===== src/rtl/plc_pkg.sv =====
// Shared types and constants for the positional list engine.
// Holds operation and status codes, cell command codes and the cell control struct.
// No dependencies.
package plc_pkg;

  // Data and index widths. IDX_W is wide enough for lengths up to 127.
  localparam int DATA_W = 32;
  localparam int IDX_W  = 7;

  // Operation codes on in_operation
  localparam logic [1:0] OP_APPEND = 2'd0;
  localparam logic [1:0] OP_INSERT = 2'd1;
  localparam logic [1:0] OP_DELETE = 2'd2;
  localparam logic [1:0] OP_READ   = 2'd3;

  // Status codes on out_status
  localparam logic [1:0] ST_OK       = 2'd0;
  localparam logic [1:0] ST_BADINDEX = 2'd1;
  localparam logic [1:0] ST_EMPTY    = 2'd2;
  localparam logic [1:0] ST_FULL     = 2'd3;

  // Commands broadcast to every cell of the chain
  localparam logic [1:0] CMD_HOLD   = 2'd0;
  localparam logic [1:0] CMD_INSERT = 2'd1;
  localparam logic [1:0] CMD_DELETE = 2'd2;
  localparam logic [1:0] CMD_ROTATE = 2'd3;

  typedef struct packed {
    logic [1:0]        cmd;
    logic [IDX_W-1:0]  pos;
    logic [IDX_W-1:0]  len;
    logic [DATA_W-1:0] val;
  } plc_ctrl_t;

endpackage


===== src/rtl/plc_cell.sv =====
// One storage cell of the list chain: holds a single entry.
// Takes its left or right neighbor, the new value or the head entry per command.
// Depends on plc_pkg.
module plc_cell #(
  parameter int IDX = 0
) (
  input  logic                        clk,
  input  plc_pkg::plc_ctrl_t          ctrl,
  input  logic [plc_pkg::DATA_W-1:0]  left_d,
  input  logic [plc_pkg::DATA_W-1:0]  right_d,
  input  logic [plc_pkg::DATA_W-1:0]  head_d,
  output logic [plc_pkg::DATA_W-1:0]  q
);

  localparam int IW = plc_pkg::IDX_W;
  localparam logic [IW-1:0] IDX_V = IW'(IDX);
  localparam logic [IW-1:0] NXT_V = IW'(IDX + 1);

  logic [plc_pkg::DATA_W-1:0] data_r;
  logic [plc_pkg::DATA_W-1:0] data_nxt;

  // Select the next entry from the broadcast command and this cell's index
  always_comb begin
    data_nxt = data_r;
    case (ctrl.cmd)
      plc_pkg::CMD_INSERT: begin
        if (IDX_V == ctrl.pos) begin
          data_nxt = ctrl.val;
        end else if (IDX_V > ctrl.pos) begin
          data_nxt = left_d;
        end
      end
      plc_pkg::CMD_DELETE: begin
        if ((IDX_V >= ctrl.pos) && (NXT_V < ctrl.len)) begin
          data_nxt = right_d;
        end
      end
      plc_pkg::CMD_ROTATE: begin
        if (NXT_V == ctrl.len) begin
          data_nxt = head_d;
        end else if (NXT_V < ctrl.len) begin
          data_nxt = right_d;
        end
      end
      default: begin
        data_nxt = data_r;
      end
    endcase
  end

  // Hold the entry
  always_ff @(posedge clk) begin
    data_r <= data_nxt;
  end

  assign q = data_r;

endmodule


===== src/rtl/positional_list_engine.sv =====
// Channel   Direction  Handshake            Payload
// in_       input      in_valid / in_stall  in_operation, in_position, in_value
// out_      output     out_valid / out_stall out_status, out_element, out_last
//
// Append, insert and delete update the chain in place: all cells at or beyond the position shift together.
// A read out gives one result per cycle while the output is not stalled, one per entry, by
// rotating the stored entries through the head cell; the list is back in order at the end.
// No new transfer is taken during a read out or while the output register is stalled.
// rst_n is synchronous and clears the length, the sequencer and the output valid.
// Depends on plc_pkg and plc_cell.
module positional_list_engine #(
  parameter int CAPACITY = 16
) (
  input  logic               clk,
  input  logic               rst_n,
  input  logic               in_valid,
  output logic               in_stall,
  input  logic [1:0]         in_operation,
  input  logic [4:0]         in_position,
  input  logic signed [31:0] in_value,
  output logic               out_valid,
  input  logic               out_stall,
  output logic [1:0]         out_status,
  output logic signed [31:0] out_element,
  output logic               out_last
);

  localparam int IW = plc_pkg::IDX_W;
  localparam int LW = $clog2(CAPACITY + 1);
  localparam logic [IW-1:0] CAP_V = IW'(CAPACITY);
  localparam logic [IW-1:0] ONE_V = IW'(1);

  // Sequencer states
  localparam logic ST_IDLE = 1'b0;
  localparam logic ST_READ = 1'b1;

  logic          st_r, st_nxt;
  logic [IW-1:0] cnt_r, cnt_nxt;
  logic [LW-1:0] len_r, len_nxt;
  logic          out_valid_r, out_valid_nxt;
  logic [1:0]    out_status_r, out_status_nxt;
  logic [31:0]   out_element_r, out_element_nxt;
  logic          out_last_r, out_last_nxt;

  plc_pkg::plc_ctrl_t ctrl;
  logic [plc_pkg::DATA_W-1:0] cell_q [CAPACITY];

  logic          out_free;
  logic          accept;
  logic [IW-1:0] pos_x;
  logic [IW-1:0] len_x;
  logic          full;
  logic          empty;

  assign out_free = !out_valid_r || !out_stall;
  assign in_stall = (st_r == ST_READ) || !out_free;
  assign accept   = in_valid && !in_stall;
  assign pos_x    = IW'(in_position);
  assign len_x    = IW'(len_r);
  assign full     = (len_x == CAP_V);
  assign empty    = (len_r == '0);

  // Decode the operation, drive the cell command and build the result
  always_comb begin
    st_nxt          = st_r;
    cnt_nxt         = cnt_r;
    len_nxt         = len_r;
    out_valid_nxt   = out_valid_r && out_stall;
    out_status_nxt  = out_status_r;
    out_element_nxt = out_element_r;
    out_last_nxt    = out_last_r;
    ctrl.cmd        = plc_pkg::CMD_HOLD;
    ctrl.pos        = pos_x;
    ctrl.len        = len_x;
    ctrl.val        = in_value;

    if (accept) begin
      out_valid_nxt   = 1'b1;
      out_status_nxt  = plc_pkg::ST_OK;
      out_element_nxt = '0;
      out_last_nxt    = 1'b1;
      case (in_operation)
        plc_pkg::OP_APPEND: begin
          if (full) begin
            out_status_nxt = plc_pkg::ST_FULL;
          end else begin
            ctrl.cmd = plc_pkg::CMD_INSERT;
            ctrl.pos = len_x;
            len_nxt  = len_r + LW'(1);
          end
        end
        plc_pkg::OP_INSERT: begin
          if (pos_x > len_x) begin
            out_status_nxt = plc_pkg::ST_BADINDEX;
          end else if (full) begin
            out_status_nxt = plc_pkg::ST_FULL;
          end else begin
            ctrl.cmd = plc_pkg::CMD_INSERT;
            len_nxt  = len_r + LW'(1);
          end
        end
        plc_pkg::OP_DELETE: begin
          if (empty) begin
            out_status_nxt = plc_pkg::ST_EMPTY;
          end else if (pos_x >= len_x) begin
            out_status_nxt = plc_pkg::ST_BADINDEX;
          end else begin
            ctrl.cmd = plc_pkg::CMD_DELETE;
            len_nxt  = len_r - LW'(1);
          end
        end
        plc_pkg::OP_READ: begin
          if (empty) begin
            out_status_nxt = plc_pkg::ST_EMPTY;
          end else begin
            out_element_nxt = cell_q[0];
            out_last_nxt    = (len_x == ONE_V);
            ctrl.cmd        = plc_pkg::CMD_ROTATE;
            if (len_x != ONE_V) begin
              st_nxt  = ST_READ;
              cnt_nxt = ONE_V;
            end
          end
        end
        default: begin
          out_status_nxt = plc_pkg::ST_OK;
        end
      endcase
    end else if ((st_r == ST_READ) && out_free) begin
      // Emit the head entry and rotate the chain by one
      out_valid_nxt   = 1'b1;
      out_status_nxt  = plc_pkg::ST_OK;
      out_element_nxt = cell_q[0];
      out_last_nxt    = ((cnt_r + ONE_V) == len_x);
      ctrl.cmd        = plc_pkg::CMD_ROTATE;
      cnt_nxt         = cnt_r + ONE_V;
      if ((cnt_r + ONE_V) == len_x) begin
        st_nxt = ST_IDLE;
      end
    end
  end

  // Control registers
  always_ff @(posedge clk) begin
    if (!rst_n) begin
      st_r        <= ST_IDLE;
      cnt_r       <= '0;
      len_r       <= '0;
      out_valid_r <= 1'b0;
    end else begin
      st_r        <= st_nxt;
      cnt_r       <= cnt_nxt;
      len_r       <= len_nxt;
      out_valid_r <= out_valid_nxt;
    end
  end

  // Result payload registers
  always_ff @(posedge clk) begin
    out_status_r  <= out_status_nxt;
    out_element_r <= out_element_nxt;
    out_last_r    <= out_last_nxt;
  end

  // Chain of storage cells
  for (genvar gi = 0; gi < CAPACITY; gi++) begin : g_cell
    logic [plc_pkg::DATA_W-1:0] left_d;
    logic [plc_pkg::DATA_W-1:0] right_d;

    if (gi == 0) begin : g_first
      assign left_d = in_value;
    end else begin : g_mid_l
      assign left_d = cell_q[gi-1];
    end

    if (gi == CAPACITY - 1) begin : g_last
      assign right_d = cell_q[gi];
    end else begin : g_mid_r
      assign right_d = cell_q[gi+1];
    end

    plc_cell #(
      .IDX (gi)
    ) u_cell (
      .clk     (clk),
      .ctrl    (ctrl),
      .left_d  (left_d),
      .right_d (right_d),
      .head_d  (cell_q[0]),
      .q       (cell_q[gi])
    );
  end

  assign out_valid   = out_valid_r;
  assign out_status  = out_status_r;
  assign out_element = out_element_r;
  assign out_last    = out_last_r;

endmodule


===== config.mk =====
export PLATFORM = sky130hd
export DESIGN_NAME = positional_list_engine
export DESIGN_NICKNAME = d
export VERILOG_FILES = /design/src/rtl/plc_pkg.sv /design/src/rtl/plc_cell.sv /design/src/rtl/positional_list_engine.sv
export SDC_FILE = /design/constraint.sdc
export NUM_CORES = 1
export LEC_CHECK = 0
export BUFFER_PORTS_ARGS = -buffer_cell sky130_fd_sc_hd__clkbuf_2
export CAP_MARGIN = 5
export CORE_UTILIZATION = 35
export CTS_CLUSTER_DIAMETER = 50
export DETAILED_ROUTE_END_ITERATION = 10
export PLACE_DENSITY_LB_ADDON = 0.25
export REMOVE_ABC_BUFFERS = 1
export SLEW_MARGIN = 5
export SYNTH_ARGS = -nofsm -noshare
export SYNTH_HDL_FRONTEND = slang
export SYNTH_SLANG_ARGS = --single-unit

===== constraint.sdc =====
create_clock -name clk -period 16.39 [get_ports clk]
set_clock_uncertainty 0.15 [all_clocks]
set_input_delay 1.639 -clock clk [delete_from_list [all_inputs] [get_ports clk]]
set_output_delay 1.639 -clock clk [all_outputs]
set_load 0.02 [all_outputs]

Word-level counts from Yosys, hierarchy flattened:

Cells that the tools add are included.

* add/subtract/negate cells: 3
* multipliers: 0
* divide/modulo/power cells: 0
* magnitude comparators: 48
* eq/ne operators: 95
* shift operators: 0
* multiplexer cells: 139
* bitwise logic cells: 0
* reduce and logical (&&, ||, !) cells: 51

Operators with widths (count)
* 32-bit two-way mux: 82
* 32-bit one-hot mux with 3 select lines: 15
* 3-bit by 1-bit inequality test with 1-bit output (second input constant): 30
* 32-bit one-hot mux with 2 select lines: 1
* 4-bit AND reduction: 15
* 4-bit by 7-bit == test with 1-bit output (first input constant): 8
* 4-bit by 7-bit > comparator with 1-bit output (first input constant): 8
* 4-bit by 7-bit >= comparator with 1-bit output (first input constant): 7
* 7-bit two-way mux: 7
* 4-bit by 5-bit == test with 1-bit output (first input constant): 8
* 4-bit by 5-bit less-than comparator with 1-bit output (first input constant): 8
* 2-bit by 1-bit inequality test with 1-bit output (second input constant): 19
* 3-bit by 7-bit == test with 1-bit output (first input constant): 4
* 3-bit by 7-bit >= comparator with 1-bit output (first input constant): 4
* 3-bit by 7-bit > comparator with 1-bit output (first input constant): 4
* 2-bit two-way mux: 11
* 3-bit by 5-bit == test with 1-bit output (first input constant): 4
* 3-bit by 5-bit less-than comparator with 1-bit output (first input constant): 4
* 5-bit two-way mux: 4
* 1-bit logical AND: 18
* 2-bit one-hot mux with 4 select lines: 2
* 1-bit two-way mux: 15
* 5-bit one-hot mux with 3 select lines: 1
* 5-bit AND reduction: 3
* other kinds (32): 54

* bits in registers: 561
* bits in latches: 0
* bits in writable memories: 0
* memory bits (read-only): 0
* input bits: 43
* output and inout bits: 37
* word-level logic and storage cells: 359
* memories kept: 0

Longest topological paths before layout:

* depth after elaboration: 11
* gate-level depth with buffers: 14
* gate-level depth less buffers: 9

Cells and area by module:

From an unflattened synthesis, not the netlist that was laid out.

* cells, all modules: 3979
* area total of the unflattened synthesis: 43090.1 um^2

By module, submodules not included
* plc_cell (g_cell[13].u_cell): times used 1, cells each 275, area an instance 2939.1 um^2, sequential area each 960.9 um^2
* plc_cell (g_cell[5].u_cell): times used 1, cells each 276, area an instance 2887.8 um^2, sequential area each 960.9 um^2
* plc_cell (g_cell[2].u_cell): times used 1, cells each 291, area an instance 2864.0 um^2, sequential area each 960.9 um^2
* plc_cell (g_cell[6].u_cell): times used 1, cells each 275, area an instance 2810.2 um^2, sequential area each 960.9 um^2
* plc_cell (g_cell[4].u_cell): times used 1, cells each 275, area an instance 2801.4 um^2, sequential area each 960.9 um^2
* plc_cell (g_cell[14].u_cell): times used 1, cells each 275, area an instance 2795.2 um^2, sequential area each 960.9 um^2
* plc_cell (g_cell[0].u_cell): times used 1, cells each 280, area an instance 2777.7 um^2, sequential area each 960.9 um^2
* plc_cell (g_cell[7].u_cell): times used 1, cells each 287, area an instance 2760.1 um^2, sequential area each 960.9 um^2
* plc_cell (g_cell[3].u_cell): times used 1, cells each 277, area an instance 2756.4 um^2, sequential area each 960.9 um^2
* positional_list_engine: times used 1, cells each 245, area an instance 2621.3 um^2, sequential area each 1331.3 um^2
* plc_cell (g_cell[11].u_cell): times used 1, cells each 262, area an instance 2511.2 um^2, sequential area each 960.9 um^2
* plc_cell (g_cell[12].u_cell): times used 1, cells each 152, area an instance 2128.3 um^2, sequential area each 960.9 um^2
* plc_cell (g_cell[8].u_cell): times used 1, cells each 155, area an instance 2112.0 um^2, sequential area each 960.9 um^2
* plc_cell (g_cell[1].u_cell): times used 1, cells each 152, area an instance 2103.3 um^2, sequential area each 960.9 um^2
* +3 rows

Worst setup path after synthesis:

Ideal clock, no wire load.

* path type: input-to-reg
* start point: input port in_valid
* end point: register g_cell[9].u_cell.data_r (netlist bit g_cell[9].u_cell.q[0]) (enable)
* setup time: 0.594 ns
* arrival time: 8.153 ns
* data required time: 15.646 ns
* slack: 7.492 ns
* cell stages on the path: 6
* path buffers: 1
* cell sequence: o21ai_0 > inv_1 > nand2_1 > buf_4 > nor2_1 > a2111oi_0

* cells in the longest elaborated chain, start to end: 6
* elaborated cells on any way between the ends: 15
* classes of those cells: 2 x order compare; 7 x eq/ne; 2 x mux; 4 x reduce/logical

Ends and longest elaborated chain
* from (decl): line positional_list_engine.sv:16 `input logic in_valid,`
* 1-bit logical AND *: line positional_list_engine.sv:57 `assign accept = in_valid && !in_stall;`
* 7-bit two-way mux: line positional_list_engine.sv:77 `if (accept) begin`
* 4-bit by 7-bit >= comparator with 1-bit output: line plc_cell.sv:34 `if ((IDX_V >= ctrl.pos) && (NXT_V < ctrl.len)) begin`
* 1-bit logical AND: line plc_cell.sv:34
* 2-bit by 1-bit inequality test with 1-bit output (no line)
* 4-bit AND reduction (no line) *
* to (signal assigned): line plc_cell.sv:53 `data_r <= data_nxt;`
* to (decl): line plc_cell.sv:19 `logic [plc_pkg::DATA_W-1:0] data_r;`

Every way passes the cells marked *; elsewhere a longest branch is shown, timed or not.
A chain may end at the register's enable or synchronous reset.

Worst setup path after layout:

* start point: register len_r[1]
* end point: register g_cell[7].u_cell.data_r (netlist bit g_cell[7].u_cell.q[19]), data pin

* cells in the longest elaborated chain, start to end: 7
* elaborated cells on any way between the ends: 22
* classes of those cells: 2 x order compare; 6 x eq/ne; 13 x mux; 1 x reduce/logical

Ends and longest elaborated chain
* from (decl): line positional_list_engine.sv:39 `logic [LW-1:0] len_r, len_nxt;`
* from (signal assigned): line positional_list_engine.sv:153 `len_r <= len_nxt;`
* 5-bit >= comparator / 5-bit == test (equally long branches): line positional_list_engine.sv:105, positional_list_engine.sv:60
* 2-bit two-way mux, or another cell as far along: line positional_list_engine.sv:105 `end else if (pos_x >= len_x) begin`
* 2-bit two-way mux, or another cell as far along: line positional_list_engine.sv:103 `if (empty) begin`
* 2-bit one-hot mux with 4 select lines / 7-bit two-way mux (equally long branches): line positional_list_engine.sv:82, positional_list_engine.sv:77
* 2-bit two-way mux / 3-bit by 7-bit == test with 1-bit output (equally long branches): line positional_list_engine.sv:77, plc_cell.sv:27
* 2-bit == test, or another cell as far along: line plc_cell.sv:25 `case (ctrl.cmd)`
* 32-bit one-hot mux with 3 select lines *: line plc_cell.sv:25
* via g_cell[7].u_cell.data_nxt (one bit): line plc_cell.sv:20 `logic [plc_pkg::DATA_W-1:0] data_nxt;`
* to (signal assigned): line plc_cell.sv:53
* to (decl): line plc_cell.sv:19

The timed path passes the listed nets; every way through them passes the cells marked *.

==> results by group <==
STA
  • Pins Over Slew Limit: 0
  • Tcrit/Tclk final: 0.3579
  • Slew margin rel.: 0.1946
  • Fin crit period: 5865 ps
  • Slew at the pin closest to its max-slew limit: 1205 ps
  • Final setup violation count: 0
  • RSZ-0062 raised after global routing: false
  • Final Hold Vio Count: 0
  • Max Clock Freq: 0.1705 GHz

Die
  • Die width: 307.5 um
  • Die Ht: 307.5 um
  • Die area: 0.09454 mm2
  • Starting density of the core: 0.3547
  • Core Rows: 111
  • CORE AREA: 0.09208 mm2
  • Io pins: 80

GRT
  • GR Overflow Total: 0
  • Tot GR Track Use: 0.2491
  • First-pass GRT wire length: 174400 um
  • Initial antenna violation count: 1
  • Largest net degree at the start of global routing: 190
  • Vias in the first global route: 25420

Yosys
  • Adder-Cell Fraction of Synth Area: 0.004214
  • Top cells by area, synth: edfxtp_1 50%, mux2i_1 12%, nand2_1 6.5%, o221ai_1 6.0%, a221o_1 2.9%
  • Mux share of post-synthesis cell area: 0.1193
  • Most frequently used flop master after synthesis: edfxtp_1
  • Register area share after synthesis: 0.5115
  • Mapped Cells: 3153
  • Post-Syn Area per Cell: 10.36 um2
  • Post-synth EDFFs: 547
  • Netlist cell types: 79
  • Synth warnings: 0
  • Synth Area in Simple Gates: 0.1018
  • Synth top area share: 0.5029
  • Asr flop ratio synth: 0
  • Seq cells post-synth: 561
  • Synth area leader: edfxtp_1
  • Post-synthesis compound-gate area fraction: 0.1872
  • Post-Synth XOR/XNOR Area: 0.003218
  • Largest family of logic cells by synthesized area: compound AO/OA/AOI/OAI gates
  • Netlist Area Pre-Place: 0.03266 mm2

CTS
  • Num CTS Buffers: 80
  • Postcts setup bufs: 0
  • Root Driver: clkbuf_16
  • CTS tree: yes
  • Clk slew on worst S/H paths: 60 ps
  • Post_cts resized: 0
  • Hold Buf Count CTS: 0
  • Clk Latency, worst-skew pair: 630 ps
  • Clock tree buffer depth: 3
  • H-tree depth reported by CTS: 3
  • Num Clock Sinks: 561

Worst setup path
  • Slowest cell on crit path: buf_4
  • R2r setup slk: 10520 ps
  • Crit path largest cell delay: 870 ps
  • FF-to-FF path depth: 11
  • Worst-path fanout max: 189
  • Cell repeated most along the worst path: nor2_4
  • WP depth: 11
  • CP bufs+invs: 3
  • WP data required: 16610 ps
  • Worst Path Class, Setup: register to register
  • Startpoint types: register
  • CP Cell Sequence: inv_1, ha_1, or4b_4, nand3_2, nand2_4, nor2_4, nor2_4, buf_12, buf_4, nor2_1, a221o_1
  • Crit path max-delay family: simple AND/OR/NAND/NOR gates
  • CP arrival: 6090 ps
  • Critical path endpoint category: register

Routing
  • Post-route ant nets: 0
  • Drt wl/cell: 27.58 um
  • Wirelength, routed: 120400 um
  • Routed vias: 26460
  • DRC viols: 0
  • Pre-Repair DR Iteration Count: 6
  • Vias per cell: 6.061
  • DR iter-0 viols: 3181

Hold path
  • Hold WC Path Type: register to register
  • Hold depth: 1

Final layout
  • Share of cells above drive strength 1: 0.1188
  • Final Cell Area: 0.03684 mm2
  • Fin util: 0.4001
  • Non-Filler Instances: 4366
  • Nets: 3116
  • P&R area growth vs syn: 12.78%

Placed design
  • PortBufs: 79
  • Gpl congestion: 0.8349
  • Placed Area: 0.03416 mm2
  • Post-Place Cells: 4223
  • Final HPWL DP: 66150 um

Pwr
  • Internal power: 3.366 mW
  • Logic pwr share: 0.214
  • Peak VDD IR: 0.00007495 V
  • Sw power: 1.561 mW
  • Clock network power share: 0.360
  • LEAKAGE: 13.52 nW
  • Cell area power density: 133.8 mW/mm2
  • Switching Share: 0.3169
  • Register share of total power: 0.426

Status
  • Outcome: completed

Flow run
  • Max cap viols: 0
==> cells by family (layout without fill, tap and decap cells) <==
group,after synthesis,in the layout
simple gates,773,773
flops,561,561
compound gates,840,840
buf+inv,567,536
mux,389,389
fa+ha+maj,11,11
other cells,0,1
xor+xnor,12,12
==> power by group through the flow <==
stage,clock [mW],sequential [mW],combinational (mW)
floorplan,0,2.10,0.642
global placement,0,2.12,1.01
detailed placement,0,2.12,1.03
CTS,1.80,2.10,1.03
global route,1.85,2.12,1.13
finish,1.77,2.10,1.05
==> routing by layer <==
| metal | GRT usage | wire (um) |
|---|---|---|
| met1 | 0.3582 | 52040 |
| met2 | 0.3577 | 50980 |
| met3 | 0.06249 | 12950 |
| met4 | 0.09349 | 4453 |
| met5 | 0 | 0 |
==> flip-flops by register name (all words and copies together), names as in the netlist <==
signal           flops
g_cell.u_cell.q    512
out_element         32
cnt_r                7
len_r                5
out_status           2
out_last             1
out_valid            1
st_r                 1
==> cell usage in the layout (no fill, tap or decap), types with 9 or more instances in the layout <==
cell type / n
clkbuf_1: 9
nor2_1: 68
clkbuf_16: 81
clkinv_2: 9
nand3_1: 12
clkbuf_2: 79
o22ai_1: 10
and2_1: 52
o221ai_1: 224
o21ai_1: 57
edfxtp_1: 547
inv_1: 233
ha_1: 11
o211ai_1: 34
clkinv_4: 9
nand2_1: 558
mux2i_1: 388
a221o_1: 96
o21ai_0: 101
dfxtp_1: 14
nor2_4: 13
a21oi_1: 152
buf_4: 78
bufinv_16: 10
a22oi_1: 90
==> worst reg2reg max path: stages, from the launching register on <==
cell and delay [ps]:
dfxtp_1 700, inv_1 320, ha_1 410, or4b_4 270, nand3_2 170, nand2_4 580
nor2_4 120, nor2_4 680, buf_12 670, buf_4 1110, nor2_1 150, a221o_1 290
==> synth_stat cells, types with 6 or more instances <==
| cell | count |
|---|---|
| buf_4 | 14 |
| mux2i_1 | 388 |
| buf_6 | 8 |
| o22ai_1 | 10 |
| o21ai_0 | 101 |
| nor3_1 | 13 |
| a22oi_1 | 90 |
| and2_1 | 54 |
| edfxtp_1 | 547 |
| inv_1 | 234 |
| xnor2_1 | 8 |
| ha_1 | 11 |
| clkbuf_1 | 188 |
| nor2_1 | 73 |
| o21bai_1 | 8 |
| a221o_1 | 96 |
| o21ai_2 | 6 |
| a21oi_1 | 159 |
| nand3_1 | 12 |
| o211ai_1 | 34 |
| buf_2 | 109 |
| o221ai_1 | 224 |
| nand2_1 | 563 |
| a221oi_1 | 6 |
| buf_1 | 12 |
| o21ai_1 | 59 |
| dfxtp_1 | 14 |
| and3_1 | 8 |
==> path summary, 6_finish.rpt <==
kind                            end  startpoint
min reg2reg                cnt_r[6]    cnt_r[6]
max reg2reg  g_cell[7].u_cell.q[19]    len_r[1]
max          g_cell[7].u_cell.q[19]    len_r[1]
min                        cnt_r[6]    cnt_r[6]
==> per-stage QoR <==
step	TNS (ps)	total power, mW	setup WS, ps	hold slack, ps
floorplan	-119200	2.746	-1824	310.2
detailed placement	0	3.150	10380	370.1
global placement	0	3.129	10380	329.7
finish	0	4.927	10520	365.1
CTS	0	4.925	10720	373.4
global route	0	5.105	10350	382.7
==> cell type report <==
| type | count | area [um2] |
|---|---|---|
| antenna | 1 | 2.502 |
| clock buffer | 90 | 2061 |
| clock inverter | 52 | 609.3 |
| fill | 8898 | 55240 |
| inverter | 236 | 885.9 |
| multi-input combinational | 2025 | 14020 |
| sequential | 561 | 16710 |
| tap | 1243 | 1555 |
| timing repair buffer | 158 | 1001 |
Note: power is estimated with default switching activity, not from simulation.
